$ cat src/rtl/core/btas_pkg.sv
package btas_pkg;

    localparam int REGISTER_COUNT = 16;
    localparam int LIST_W         = 16;
    localparam int IDX_W          = 4;
    localparam int CNT_W          = 5;
    localparam int WORD_W         = 32;
    localparam int SCAN_N         = (REGISTER_COUNT < LIST_W) ? REGISTER_COUNT : LIST_W;

    localparam logic [LIST_W-1:0] SCAN_MASK = LIST_W'((64'd1 << SCAN_N) - 64'd1);
    localparam logic [IDX_W-1:0]  PC_INDEX  = IDX_W'(LIST_W - 1);
    localparam logic [WORD_W-1:0] WORD_STEP = WORD_W'(4);

    typedef struct packed {
        logic                pre_index;
        logic                up;
        logic                s_bit;
        logic                write_back;
        logic                is_load;
        logic [IDX_W-1:0]    base_register;
        logic [LIST_W-1:0]   register_list;
        logic [WORD_W-1:0]   base_value;
    } t_in_item;

    typedef struct packed {
        logic                transfer_valid;
        logic [IDX_W-1:0]    register_index;
        logic [WORD_W-1:0]   word_address;
        logic                load_access;
        logic                user_bank;
        logic                restore_status;
        logic                writeback_enable;
        logic [WORD_W-1:0]   writeback_value;
        logic                last;
    } t_out_item;

    // request to the shared adder
    typedef struct packed {
        logic                sub;
        logic [WORD_W-1:0]   a;
        logic [WORD_W-1:0]   b;
    } t_alu_req;

    // status of the remaining register list
    typedef struct packed {
        logic                found;
        logic                last;
        logic [IDX_W-1:0]    idx;
        logic [CNT_W-1:0]    count;
    } t_scan;

endpackage

$ cat src/rtl/core/block_transfer_address_sequencer.sv
// channel   dir  handshake                  payload
// in        in   i_in_valid / o_in_ready    i_in_item  (t_in_item)
// out       out  o_out_valid / i_out_ready  o_out_item (t_out_item)
//
// an instruction passes through accept, writeback sum and start address, then emits
// one transfer per cycle while the output register is free (one result for an empty list)
// the shared 32-bit adder serves the writeback sum, the start address and each next address
// reset is synchronous, active low, and clears the sequencer and output valid
// a stalled output holds its transfer; the sequencer waits on a full output register
module block_transfer_address_sequencer
    import btas_pkg::*;
(
    input  logic        i_clk,
    input  logic        i_rst_n,
    input  logic        i_in_valid,
    output logic        o_in_ready,
    input  t_in_item    i_in_item,
    output logic        o_out_valid,
    input  logic        i_out_ready,
    output t_out_item   o_out_item
);

    typedef enum logic [1:0] {
        S_IDLE,
        S_WB,
        S_ADDR,
        S_EMIT
    } t_state;

    t_state             r_state, n_state;

    // latched instruction
    logic               r_pre, n_pre;
    logic               r_up, n_up;
    logic               r_load, n_load;
    logic               r_user, n_user;
    logic               r_restore, n_restore;
    logic               r_wben, n_wben;
    logic [LIST_W-1:0]  r_list, n_list;
    logic [WORD_W-1:0]  r_base, n_base;
    logic [WORD_W-1:0]  r_wbval, n_wbval;
    logic [WORD_W-1:0]  r_addr, n_addr;

    // output register
    logic               r_out_valid, n_out_valid;
    t_out_item          r_out, n_out;

    t_alu_req           w_req;
    logic [WORD_W-1:0]  w_sum;
    t_scan              w_scan;
    logic [LIST_W-1:0]  w_in_list;
    logic               w_slot_free;
    logic               w_in_restore;

    btas_alu u_alu (
        .i_req (w_req),
        .o_sum (w_sum)
    );

    btas_scan u_scan (
        .i_list (r_list),
        .o_scan (w_scan)
    );

    assign w_in_list    = i_in_item.register_list & SCAN_MASK;
    assign w_in_restore = i_in_item.s_bit && i_in_item.is_load && w_in_list[PC_INDEX];
    assign w_slot_free  = !r_out_valid || i_out_ready;

    // shared adder operand selection
    always_comb begin
        w_req.sub = 1'b0;
        w_req.a   = r_addr;
        w_req.b   = WORD_STEP;
        unique case (r_state)
            S_WB: begin
                // base plus or minus four per listed register
                w_req.sub = !r_up;
                w_req.a   = r_base;
                w_req.b   = WORD_W'({w_scan.count, 2'b00});
            end
            S_ADDR: begin
                if (r_up) begin
                    w_req.a = r_base;
                    w_req.b = r_pre ? WORD_STEP : '0;
                end else begin
                    // descending modes start at the lowest word of the block
                    w_req.a = r_wbval;
                    w_req.b = r_pre ? '0 : WORD_STEP;
                end
            end
            S_IDLE, S_EMIT: begin
                // next word address
                w_req.a = r_addr;
                w_req.b = WORD_STEP;
            end
            default: begin
                w_req.a = r_addr;
            end
        endcase
    end

    always_comb begin
        n_state     = r_state;
        n_pre       = r_pre;
        n_up        = r_up;
        n_load      = r_load;
        n_user      = r_user;
        n_restore   = r_restore;
        n_wben      = r_wben;
        n_list      = r_list;
        n_base      = r_base;
        n_wbval     = r_wbval;
        n_addr      = r_addr;
        n_out_valid = r_out_valid && !i_out_ready;
        n_out       = r_out;

        unique case (r_state)
            S_IDLE: begin
                if (i_in_valid) begin
                    n_pre     = i_in_item.pre_index;
                    n_up      = i_in_item.up;
                    n_load    = i_in_item.is_load;
                    n_restore = w_in_restore;
                    n_user    = i_in_item.s_bit && !w_in_restore;
                    // a load that reloads the base wins over writeback
                    n_wben    = i_in_item.write_back &&
                                !(i_in_item.is_load && w_in_list[i_in_item.base_register]);
                    n_list    = w_in_list;
                    n_base    = i_in_item.base_value;
                    n_state   = S_WB;
                end
            end
            S_WB: begin
                n_wbval = w_sum;
                n_state = S_ADDR;
            end
            S_ADDR: begin
                n_addr  = w_sum;
                n_state = S_EMIT;
            end
            S_EMIT: begin
                if (w_slot_free) begin
                    n_out_valid = 1'b1;
                    if (!w_scan.found) begin
                        // empty list: one result, no transfer
                        n_out.transfer_valid   = 1'b0;
                        n_out.register_index   = '0;
                        n_out.word_address     = '0;
                        n_out.load_access      = r_load;
                        n_out.user_bank        = 1'b0;
                        n_out.restore_status   = 1'b0;
                        n_out.writeback_enable = r_wben;
                        n_out.writeback_value  = r_base;
                        n_out.last             = 1'b1;
                        n_state                = S_IDLE;
                    end else begin
                        n_out.transfer_valid   = 1'b1;
                        n_out.register_index   = w_scan.idx;
                        n_out.word_address     = r_addr;
                        n_out.load_access      = r_load;
                        n_out.user_bank        = r_user;
                        n_out.restore_status   = w_scan.last && r_restore;
                        n_out.writeback_enable = w_scan.last && r_wben;
                        n_out.writeback_value  = w_scan.last ? r_wbval : '0;
                        n_out.last             = w_scan.last;
                        n_list[w_scan.idx]     = 1'b0;
                        n_addr                 = w_sum;
                        if (w_scan.last) begin
                            n_state = S_IDLE;
                        end
                    end
                end
            end
            default: begin
                n_state = S_IDLE;
            end
        endcase
    end

    always_ff @(posedge i_clk) begin
        if (!i_rst_n) begin
            r_state     <= S_IDLE;
            r_out_valid <= 1'b0;
        end else begin
            r_state     <= n_state;
            r_out_valid <= n_out_valid;
        end
        r_pre     <= n_pre;
        r_up      <= n_up;
        r_load    <= n_load;
        r_user    <= n_user;
        r_restore <= n_restore;
        r_wben    <= n_wben;
        r_list    <= n_list;
        r_base    <= n_base;
        r_wbval   <= n_wbval;
        r_addr    <= n_addr;
        r_out     <= n_out;
    end

    assign o_in_ready  = (r_state == S_IDLE);
    assign o_out_valid = r_out_valid;
    assign o_out_item  = r_out;

`ifndef SYNTHESIS
    // a result without a transfer only comes from an empty list, and is the last
    a_empty_is_last: assert property (@(posedge i_clk) disable iff (!i_rst_n)
        (o_out_valid && !o_out_item.transfer_valid) |-> o_out_item.last)
        else $error("result without transfer is not last");

    // per-instruction flags only appear on the final result
    a_flags_on_last: assert property (@(posedge i_clk) disable iff (!i_rst_n)
        (o_out_valid && !o_out_item.last) |->
            (o_out_item.writeback_value == '0 && !o_out_item.restore_status &&
             !o_out_item.writeback_enable))
        else $error("writeback or restore flagged before last result");

    a_user_or_restore: assert property (@(posedge i_clk) disable iff (!i_rst_n)
        o_out_valid |-> !(o_out_item.user_bank && o_out_item.restore_status))
        else $error("user bank and status restore both set");

    // the sequencer is busy right after taking an instruction
    a_busy_after_accept: assert property (@(posedge i_clk) disable iff (!i_rst_n)
        (i_in_valid && o_in_ready) |=> !o_in_ready)
        else $error("ready right after accepting an instruction");
`endif

endmodule

$ cat src/rtl/core/btas_alu.sv
module btas_alu
    import btas_pkg::*;
(
    input  t_alu_req            i_req,
    output logic [WORD_W-1:0]   o_sum
);

    // single add/subtract, wraps modulo 2^32
    assign o_sum = i_req.sub ? (i_req.a - i_req.b) : (i_req.a + i_req.b);

endmodule

$ cat src/rtl/core/btas_scan.sv
module btas_scan
    import btas_pkg::*;
(
    input  logic [LIST_W-1:0]   i_list,
    output t_scan               o_scan
);

    logic [IDX_W-1:0] w_idx;
    logic [CNT_W-1:0] w_count;
    logic [LIST_W-1:0] w_rest;

    // lowest set bit wins
    always_comb begin
        w_idx = '0;
        for (int i = LIST_W - 1; i >= 0; i--) begin
            if (i_list[i]) begin
                w_idx = IDX_W'(i);
            end
        end
    end

    always_comb begin
        w_count = '0;
        for (int i = 0; i < LIST_W; i++) begin
            w_count = w_count + CNT_W'(i_list[i]);
        end
    end

    assign w_rest = i_list & (i_list - LIST_W'(1));

    assign o_scan.found = |i_list;
    assign o_scan.last  = (|i_list) && (w_rest == '0);
    assign o_scan.idx   = w_idx;
    assign o_scan.count = w_count;

endmodule
$ cat config.mk
export PLATFORM = sky130hd
export DESIGN_NAME = block_transfer_address_sequencer
export DESIGN_NICKNAME = d
export VERILOG_FILES = /design/src/rtl/core/btas_pkg.sv /design/src/rtl/core/block_transfer_address_sequencer.sv /design/src/rtl/core/btas_alu.sv /design/src/rtl/core/btas_scan.sv
export SDC_FILE = /design/constraint.sdc
export NUM_CORES = 1
export LEC_CHECK = 0
export BUFFER_PORTS_ARGS = -buffer_cell sky130_fd_sc_hd__clkbuf_2
export CELL_PAD_IN_SITES_DETAIL_PLACEMENT = 1
export CELL_PAD_IN_SITES_GLOBAL_PLACEMENT = 1
export CORE_MARGIN = 8
export CORE_UTILIZATION = 47
export DETAILED_ROUTE_END_ITERATION = 10
export PLACE_DENSITY_LB_ADDON = 0.1
export SLEW_MARGIN = 5
export SYNTH_ARGS = -nofsm -noshare
export SYNTH_HDL_FRONTEND = slang
export SYNTH_SLANG_ARGS = --single-unit
export TNS_END_PERCENT = 1
$ cat constraint.sdc
create_clock -name i_clk -period 9.6 [get_ports i_clk]
set_clock_uncertainty 0.05 [all_clocks]
set_input_delay 0.96 -clock i_clk [delete_from_list [all_inputs] [get_ports i_clk]]
set_output_delay 0.96 -clock i_clk [all_outputs]
set_load 0.005 [all_outputs]
==> metrics.csv, run 1 <==
stage,metric,value,unit
status,status,completed,
grt,global routing usage on met3,3.95,%
clock_tree,Clock Sinks,195,
detailed_routing,wire per inst,23.5,µm
cells_and_area,fin nets,1155,
timing,crit path time final,7810,ps
setup_path,worst reg2reg path depth,27,
floorplan,Core Box Area,22400,µm²
cells_and_area,multi-input logic area,4260,µm²
floorplan,Die X,166,µm
timing,TNS Setup,0,ps
clock_tree,clock tree root driver cell,clkbuf_16,
grt,grt ovf,0,
placed_design,post-DP HPWL,22.3,mm
logic_synthesis,top-count cell post-synth,edfxtp_1,
cells_and_area,"Core Util, Final",54.4,%
clock_tree,Post-CTS Hold Fix Bufs,0,
timing,slew of the pin with the lowest slew margin,1360,ps
worst_hold_path,Worst Hold Class,register to register,
worst_hold_path,Min-Delay Path Depth,0,
setup_path,CP Capture Type,register,
timing,FMAX,128,MHz
timing,crit share post-route,81.4,%
floorplan,IO Pins,137,
setup_path,CP arrival,7950,ps
logic_synthesis,dominant cell type by area after synthesis,edfxtp_1,
placed_design,Placer Congestion,0.844,
clock_tree,CTS tree,yes,
setup_path,CP startpoint kind,register,
timing,Pins Over Slew Limit,0,
clock_tree,H-tree levels,4,
detailed_routing,"wirelength, routed",31.5,mm
placed_design,I/O Buffers,136,
clock_tree,CTS max path bufs,2,
logic_synthesis,Synth Register Bits,195,
detailed_routing,# DRC,0,
logic_synthesis,Mapped Area,10600,µm²
cells_and_area,Finished Layout Cells,1341,
floorplan,Die Ht,166,µm
detailed_routing,DRT iter0 DRCs,691,
grt,largest net degree at the start of global routing,75,
logic_synthesis,Post-synth EDFFs,192,
logic_synthesis,"Async S/R FF share, synth",0,%
floorplan,site row count,55,
clock_tree,"Reg clk slew, reported paths",90,ps
logic_synthesis,Unique masters post-synth,73,
logic_synthesis,"top cells by area, synth","edfxtp_1 55%, ha_1 4.9%, nand2_1 3.4%, inv_1 2.9%, a222oi_1 2.8%",
logic_synthesis,share of the yosys chip area belonging to registers,55.2,%
logic_synthesis,Ys Warns,0,
grt,GRT Total Usage,23.0,%
logic_synthesis,Syn Inst Count,917,
cells_and_area,Register Area,5830,µm²
floorplan,Die Footprint,27500,µm²
flow_run,Max-Cap Viols,0,
clock_tree,"Setup Fix Bufs, Post-CTS",0,
setup_path,Setup CP Type,register to register,
timing,Fin. Hold Viols,0,
logic_synthesis,prevailing post-synth register cell,edfxtp_1,
timing,Slew headroom,9.59,%
detailed_routing,Vias/cell,5.94,
cells_and_area,share of cells above drive strength 1,20.2,%
grt,global route hottest layer,met2,
timing,RSZ-0062 raised after global routing,false,
timing,Final Setup Violations,0,
timing,Min Hold Slack,383,ps
setup_path,CP max FO,15,
grt,vias in the first global route,8264,
cells_and_area,number of diodes,0,
detailed_routing,Routed Antenna Nets,0,
floorplan,Initial Utilization,47.2,%
grt,grt met1 use,32.3,%
logic_synthesis,commonest cells in the synthesized netlist,"192 x edfxtp_1, 96 x nand2_1, 81 x inv_1",
detailed_routing,DR vias,7965,
grt,global-route wire length before repair,49.5,mm
logic_synthesis,post-synth net total,1029,
grt,met2 Use GR,36.2,%
clock_tree,Worst-Skew Late Latency,450,ps
clock_tree,post-CTS sizing,0,
clock_tree,cts bufs inserted,17,
logic_synthesis,post-synth top area share,54.6,%
cells_and_area,filler instances,2397,
logic_synthesis,"Avg Cell Area, Syn",11.5,µm²
setup_path,Worst Path Required,9740,ps
grt,initial antenna violation count,0,
setup_path,internal reg-to-reg setup slack,1790,ps
cells_and_area,Syn-to-layout area delta,15.2,%
placed_design,dpl cells,1309,
detailed_routing,1st-pass router iterations,6,
layout by cell type (no fill, tap or decap), types with 28 or more instances in the layout:
cell / netlist / final
nor2_1: 32 / 32
a21oi_1: 44 / 44
clkbuf_2: 0 / 136
nand2_1: 96 / 96
edfxtp_1: 192 / 192
and2_1: 37 / 36
o21ai_0: 29 / 28
a222oi_1: 29 / 29
nand3_1: 45 / 45
a22o_1: 30 / 30
xnor2_1: 29 / 29
inv_1: 81 / 80
ha_1: 41 / 41
path summary, 6_finish.rpt:
check / startpoint / endpoint
worst max-delay path: r_list[1]$_DFFE_PP_ / r_addr[24]$_DFFE_PP_
worst min register to register: r_load$_DFFE_PP_ / o_out_item[36]$_DFFE_PP_
worst max register to register: r_list[1]$_DFFE_PP_ / r_addr[24]$_DFFE_PP_
worst min-delay path: r_load$_DFFE_PP_ / o_out_item[36]$_DFFE_PP_
worst max-delay path, cell delays in order, from the launching register on:
cell      delay, ps
edfxtp_1        490
inv_1            80
ha_1            270
inv_1            50
fa_1            460
fa_1            490
fa_1            530
fa_1            410
inv_1            80
fa_1            190
inv_1            60
fa_1            420
xnor2_1         270
o21ai_1         160
a41oi_2         220
buf_4           250
inv_1           220
ha_1            430
a21oi_1         370
nand2_1         110
a211oi_1        240
a32oi_1          90
a41oi_1         300
o22ai_1         140
a211oi_1        560
nor4_1          190
a21boi_0        280
xnor2_1         130
metal layers:
| layer | wire (µm) | vias to the layer above |
|---|---|---|
| li1 | - | 3695 |
| met1 | 14900 | 4001 |
| met2 | 14500 | 234 |
| met3 | 1620 | 35 |
| met4 | 469 | 0 |
| met5 | 0 | - |
kinds of logic after synthesis:
kind of cell / share of synthesized area [%]
simple gates: 12.6
buf+inv: 4.66
xor+xnor: 2.99
mux: 1.26
compound gates: 16.3
fa+ha+maj: 7.04
flops: 55.2
area by class of cell:
cell class / instances / area share [%]
flip-flops and latches: 195 / 47.9
repair buffers: 150 / 6.46
clock inverters: 15 / 1.61
inverters: 83 / 2.56
multi-input cells: 596 / 35.0
well taps: 285 / 2.93
clock buffers: 17 / 3.50
registers in the layout (all words and copies together), names as in the netlist:
signal and cells:
r_wben 1, r_user 1, r_load 1, o_out_valid 1, o_out_item 74, r_list 16, r_wbval 32, r_addr 32
r_pre 1, r_base 32, r_state 2, r_restore 1, r_up 1
through the flow:
stage / area, µm² / worst slack, ps
3_5_place_dp: 11500 / 1900
2_1_floorplan: 10600 / 2650
3_3_place_gp: 11500 / 2120
6_report: 12200 / 1790
4_1_cts: 12200 / 1800
5_1_grt: 12200 / 1330
Power of run 1 is not shown: default switching activity piles up to over one toggle a cycle in this logic, so the estimate is an artifact.
==> run 2, diff against run 1 <==
ABC_AREA = 1   (was unset)
CORE_UTILIZATION = 41   (was 47)
clock period = 6.3 ns   (was 9.6 ns; I/O delays follow)
==> run 2 against run 1 <==
  * Area after synthesis increased by 1.6%
  * Non-clock buffer count increased by 60
  * Fmax increased by 24%
  * Utilization decreased by 2.7 points
  * Via count increased by 11%
  * Synthesized cell count increased by 26%
  * Critical path depth increased by 3
  * Global-route usage decreased by 1.7 points
  * Critical path type unchanged
  * Hold slack got worse by 81 ps
  * Critical endpoint is now r_wbval[26]$_DFFE_PN_
  * First-iteration DRC count decreased by 38%
==> metrics.csv, run 2 <==
stage,metric,value,unit
status,status,completed,
clock_tree,Worst-Skew Late Latency,450,ps
floorplan,IO Pins,137,
grt,largest net degree at the start of global routing,75,
detailed_routing,DRT iter0 DRCs,425,
logic_synthesis,"Avg Cell Area, Syn",9.28,µm²
setup_path,Setup crit start,r_list[0]$_DFFE_PP_,
grt,grt ovf,0,
logic_synthesis,Post-Synth Simple-Gate Area,17.4,%
floorplan,site row count,59,
detailed_routing,Routed Antenna Nets,0,
placed_design,Placed Area,12200,µm²
setup_path,Setup CP Type,register to register,
cells_and_area,design area,13300,µm²
logic_synthesis,XOR/XNOR share of the synthesized area,1.55,%
logic_synthesis,commonest cells in the synthesized netlist,"233 x inv_1, 232 x nand2_1, 192 x edfxtp_1",
logic_synthesis,Syn Inst Count,1156,
cells_and_area,"Core Util, Final",51.7,%
grt,global-route wire length before repair,51.9,mm
cells_and_area,fin nets,1469,
cells_and_area,number of diodes,0,
timing,crit share post-route,100,%
timing,Slew headroom,29.7,%
timing,Fin. Hold Viols,0,
detailed_routing,DR vias,8848,
timing,Final Setup Violations,0,
cells_and_area,share of cells above drive strength 1,25.7,%
setup_path,Crit path largest cell delay,560,ps
setup_path,CP dominant cell by count,inv_2,
placed_design,Placer Congestion,0.848,
logic_synthesis,Mapped Area,10700,µm²
cells_and_area,"commonest non-fill, non-tap cell in the layout",inv_1,
logic_synthesis,share of the yosys chip area belonging to registers,54.3,%
worst_hold_path,Hold Crit Start,i_in_item[13],
logic_synthesis,Unique masters post-synth,42,
detailed_routing,Vias/cell,5.19,
floorplan,Die X,178,µm
timing,RSZ-0062 raised after global routing,true,
flow_run,Max-Cap Viols,0,
detailed_routing,1st-pass router iterations,4,
timing,Pins Over Slew Limit,0,
grt,initial antenna violation count,0,
clock_tree,CTS max path bufs,2,
clock_tree,clock tree root driver cell,clkbuf_16,
logic_synthesis,dominant cell type by area after synthesis,edfxtp_1,
timing,slew of the pin with the lowest slew margin,1060,ps
logic_synthesis,Ys Warns,0,
detailed_routing,"wirelength, routed",33.4,mm
logic_synthesis,largest family of logic cells by synthesized area,simple AND/OR/NAND/NOR gates,
setup_path,CP startpoint kind,register,
grt,vias in the first global route,9433,
timing,Min Hold Slack,302,ps
timing,FMAX,159,MHz
clock_tree,Post-CTS Hold Fix Bufs,0,
setup_path,Worst Path Required,6440,ps
setup_path,CP arrival,6440,ps
detailed_routing,# DRC,0,
logic_synthesis,"top cells by area, synth","edfxtp_1 54%, inv_1 8.2%, nand2_1 8.1%, ha_1 4.8%, o22ai_1 3.7%",
logic_synthesis,top-count cell post-synth,inv_1,
floorplan,Core Box Area,25800,µm²
cells_and_area,Syn-to-layout area delta,24.5,%
logic_synthesis,Post-synth EDFFs,192,
setup_path,CP Capture Type,register,
logic_synthesis,post-synth top area share,53.8,%
placed_design,I/O Buffers,136,
logic_synthesis,Synth Register Bits,195,
cells_and_area,max reg flops,74,
floorplan,Initial Utilization,41.5,%
logic_synthesis,post-synth net total,1268,
setup_path,slowest library cell on the worst path,fa_1,
floorplan,Die Ht,178,µm
setup_path,crit-path leading delay family,adder cells,
placed_design,post-DP HPWL,23.6,mm
timing,crit path time final,6300,ps
setup_path,CP bufs+invs,7,
logic_synthesis,prevailing post-synth register cell,edfxtp_1,
setup_path,Critical R2R Launch,r_list[0]$_DFFE_PP_,
clock_tree,"Reg clk slew, reported paths",80,ps
logic_synthesis,adder-cell share of the synthesized area,6.65,%
worst_hold_path,Worst Hold Class,primary input to register,
floorplan,Die Footprint,31600,µm²
logic_synthesis,"Async S/R FF share, synth",0,%
clock_tree,Clock Sinks,195,
clock_tree,CTS tree,yes,
setup_path,CP max FO,5,
clock_tree,H-tree levels,4,
clock_tree,cts bufs inserted,17,
logic_synthesis,area fraction in compound gates after synthesis,10.7,%
cells_and_area,most frequent cells in the layout,"224 x inv_1, 206 x nand2_1, 192 x edfxtp_1",
logic_synthesis,mux cell area share after synthesis,0,%
grt,GRT Total Usage,21.4,%
detailed_routing,wire per inst,19.6,µm
[run 2: changes by cell type after synthesis, moves of 30 or more]
cell	before	now
o22ai_1	4	63
nor2_1	32	83
nand2_1	96	232
a22o_1	30	0
inv_1	81	233
o21ai_0	29	76
and2_1	37	0
[run 2: cells by family after synthesis]
kind of cell               after synthesis
and+or+nand+nor                        421
buffers and inverters                  267
DFF                                    195
adders and majority gates               51
xor gates and xnor gates                19
AOI/OAI and AO/OA                      203
[run 2: layout make-up]
cell class / count / area (µm²)
Clock inverter: 14 / 184
Tap cell: 335 / 419
Inverter: 239 / 900
Sequential cell: 195 / 5830
Fill cell: 3007 / 12500
Multi-Input combinational cell: 694 / 4330
Clock buffer: 18 / 429
Timing Repair Buffer: 210 / 1260
[run 2: final timing paths]
kind | end | slack, ps | cells after the start
max | r_wbval[26]$_DFFE_PN_ | 2 | 30
min | r_base[13]$_DFFE_PP_ | 300 | 1
max reg2reg | r_wbval[26]$_DFFE_PN_ | 2 | 30
min reg2reg | o_out_item[36]$_DFFE_PP_ | 380 | 0
[run 2: per-layer routing]
metal / vias to the layer above / wire, µm / global-route usage [%]
li1: 4249 / - / -
met1: 4357 / 15400 / 27.5
met2: 199 / 15800 / 35.5
met3: 43 / 1620 / 4.51
met4: 0 / 692 / 6.63
met5: - / 0 / 0
[run 2: metrics by stage]
step	setup slack, ps	setup TNS [ps]	std cells
2_1_floorplan	183	0	1156
3_3_place_gp	-168	-2640	1656
3_5_place_dp	-310	-9160	1656
4_1_cts	-31.5	-159	1697
5_1_grt	-216	-5470	1705
6_report	1.84	0	1705
[run 2: timing repair]
| item | CTS | global route |
|---|---|---|
| endpoints found under the setup margin | 46 | 48 |
| resized for setup | 69 | 27 |
| buffers inserted | 9 | 8 |
| pin swaps | 33 | 42 |
Power of run 2 is left out for the same reason.
==> run 3, diff against run 2 <==
CORE_ASPECT_RATIO = 1.2   (was unset)
SYNTH_HIERARCHICAL = 1   (was unset)
==> run 3 against run 2 <==
  * Register-to-register slack improved by 300 ps
  * First-iteration DRC count increased by 28%
  * Non-clock buffer count decreased by 53
  * Utilization decreased by 3.0 points
  * Synthesized cell count increased by 32%
  * Die area increased by 15%
  * Setup slack improved by 300 ps
  * Sequential share of layout area decreased by 4.0 points
==> metrics.csv, run 3 <==
stage,metric,value,unit
status,status,completed,
cells_and_area,"commonest non-fill, non-tap cell in the layout",nand2_1,
timing,Pins Over Slew Limit,0,
detailed_routing,Routed Antenna Nets,0,
timing,FMAX,167,MHz
detailed_routing,"wirelength, routed",40.2,mm
cells_and_area,filler instances,3788,
floorplan,site row count,70,
logic_synthesis,dominant cell type by area after synthesis,edfxtp_1,
logic_synthesis,"Async S/R FF share, synth",0,%
placed_design,Placer Congestion,0.919,
cells_and_area,most frequent cells in the layout,"411 x nand2_1, 317 x inv_1, 192 x edfxtp_1",
logic_synthesis,Ys Warns,6,
logic_synthesis,commonest cells in the synthesized netlist,"418 x nand2_1, 323 x inv_1, 192 x edfxtp_1",
grt,GRT Total Usage,22.0,%
grt,vias in the first global route,11000,
floorplan,Core Box Area,30200,µm²
setup_path,Setup CP Type,register to register,
logic_synthesis,"Avg Cell Area, Syn",8.19,µm²
logic_synthesis,Syn Inst Count,1526,
detailed_routing,DR vias,10500,
setup_path,slowest library cell on the worst path,fa_1,
setup_path,worst reg2reg endpoint,r_addr[22]$_DFFE_PP_,
floorplan,Die Footprint,36400,µm²
timing,crit path time final,6000,ps
setup_path,internal reg-to-reg setup slack,300,ps
cells_and_area,max reg flops,74,
logic_synthesis,prevailing post-synth register cell,edfxtp_1,
floorplan,Initial Utilization,41.4,%
logic_synthesis,Unique masters post-synth,45,
detailed_routing,Vias/cell,4.88,
clock_tree,"Reg clk slew, reported paths",80,ps
timing,TNS Setup,0,ps
cells_and_area,multi-input logic area,5630,µm²
worst_hold_path,Hold Crit Start,i_in_item[24],
detailed_routing,wire per inst,18.6,µm
placed_design,Placement Setup Slack,58.7,ps
grt,initial antenna violation count,1,
logic_synthesis,top-count cell post-synth,nand2_1,
clock_tree,clock tree root driver cell,clkbuf_16,
setup_path,CP dominant cell by count,nand2_1,
detailed_routing,# DRC,0,
cells_and_area,Register Area,5830,µm²
grt,grt ovf,0,
clock_tree,Worst-Skew Late Latency,440,ps
logic_synthesis,post-synth top area share,46.1,%
flow_run,Max-Cap Viols,0,
setup_path,Critical R2R Launch,r_list[3]$_DFFE_PP_,
timing,Slew headroom,21.9,%
worst_hold_path,Min-Delay Path Depth,1,
clock_tree,cts bufs inserted,17,
setup_path,Crit path largest cell delay,530,ps
grt,global-route wire length before repair,62.4,mm
timing,Final Setup Violations,0,
logic_synthesis,Post-synth EDFFs,192,
cells_and_area,share of cells above drive strength 1,19.1,%
setup_path,CP bufs+invs,7,
cells_and_area,fin nets,1867,
floorplan,Die Ht,207,µm
timing,crit share post-route,95.2,%
logic_synthesis,share of the yosys chip area belonging to registers,46.6,%
floorplan,IO Pins,137,
cells_and_area,Syn-to-layout area delta,17.5,%
setup_path,CP Capture Type,register,
placed_design,post-DP HPWL,31.7,mm
timing,min setup slack post-route,300,ps
setup_path,CP arrival,6100,ps
setup_path,Worst Path Required,6400,ps
clock_tree,CTS tree,yes,
worst_hold_path,Worst Hold Class,primary input to register,
setup_path,worst reg2reg path depth,29,
floorplan,Die X,175,µm
clock_tree,Clock Sinks,195,
grt,largest net degree at the start of global routing,76,
setup_path,crit-path leading delay family,adder cells,
logic_synthesis,Mapped Area,12500,µm²
detailed_routing,DRT iter0 DRCs,544,
clock_tree,H-tree levels,4,
logic_synthesis,Synth Register Bits,195,
setup_path,CP startpoint kind,register,
timing,slew of the pin with the lowest slew margin,1170,ps
detailed_routing,1st-pass router iterations,5,
setup_path,CP max FO,4,
placed_design,I/O Buffers,136,
timing,Fin. Hold Viols,0,
logic_synthesis,"top cells by area, synth","edfxtp_1 46%, nand2_1 13%, inv_1 9.7%, ha_1 4.6%, nand3_1 3.2%",
worst_hold_path,worst hold endpoint,r_base[24]$_DFFE_PP_,
clock_tree,CTS max path bufs,2,
==> run 3: layer usage <==
layer | part of all wire, % | track usage [%] | vias up
li1 | - | - | 5189
met1 | 44 | 28.0 | 5121
met2 | 50 | 38.6 | 183
met3 | 3.6 | 2.44 | 33
met4 | 1.8 | 6.56 | 0
met5 | 0 | 0 | -
==> run 3: final cells by class <==
type	count	area share, %
flip-flops and latches	195	39.6
multi-input cells	1020	38.3
inverters	358	9.18
repair buffers	157	5.71
well taps	396	3.37
clock buffers	17	2.90
clock inverters	15	0.860
diodes	1	0.0170
==> run 3: cell families (layout without fill, tap and decap cells) <==
kind of cell	after synthesis	count (layout)	synth area share (%)
and+or+nand+nor	649	649	21.6
buffers and inverters	391	547	12.3
DFF	195	195	46.6
AOI/OAI and AO/OA	189	189	10.0
adders and majority gates	57	57	6.37
xor gates and xnor gates	44	44	3.08
other	1	82	0.0300
==> run 3: what timing repair did <==
item | CTS | global route
hold buffers | 0 | 0
setup endpoints to repair | 0 | 40
setup buffers | 0 | 5
gates resized for setup | 0 | 48
hold endpoints to repair | 0 | 0
==> run 3: how the worst max path moves through the flow <==
stage / start / end / slack [ps] / depth (start not counted)
final: r_list[3]$_DFFE_PP_ / r_addr[22]$_DFFE_PP_ / 300 / 29
after CTS: r_list[0]$_DFFE_PP_ / r_addr[26]$_DFFE_PP_ / 30 / 30
after global routing: r_list[3]$_DFFE_PP_ / r_addr[26]$_DFFE_PP_ / -20 / 30
after detailed placement: r_list[1]$_DFFE_PP_ / r_wbval[26]$_DFFE_PN_ / 60 / 30
after floorplan: r_list[1]$_DFFE_PP_ / r_addr[29]$_DFFE_PP_ / 1030 / 29
after global placement: r_list[1]$_DFFE_PP_ / r_addr[26]$_DFFE_PP_ / 140 / 30
==> run 3: metrics by stage <==
step | util [%] | hold slack (ps) | instance area, µm² | cells
floorplan | - | 350 | 12800 | 1606
global placement | 46.1 | 355 | 13900 | 2121
detailed placement | 46.1 | 394 | 13900 | 2121
CTS | 47.9 | 286 | 14500 | 2153
global route | 48.6 | 294 | 14700 | 2158
finish | 48.6 | 307 | 14700 | 2159
==> run 3: worst reg2reg max path: cells and delay by family (launching register included) <==
kind	cells	cell delay, ps
XOR/XNOR	2	300
buffers and inverters	7	520
AO/OA/AOI/OAI	2	290
flip-flops	1	470
adder cells (fa/ha/maj)	7	2770
AND/OR/NAND/NOR	11	1310
Power of run 3 is left out for the same reason.
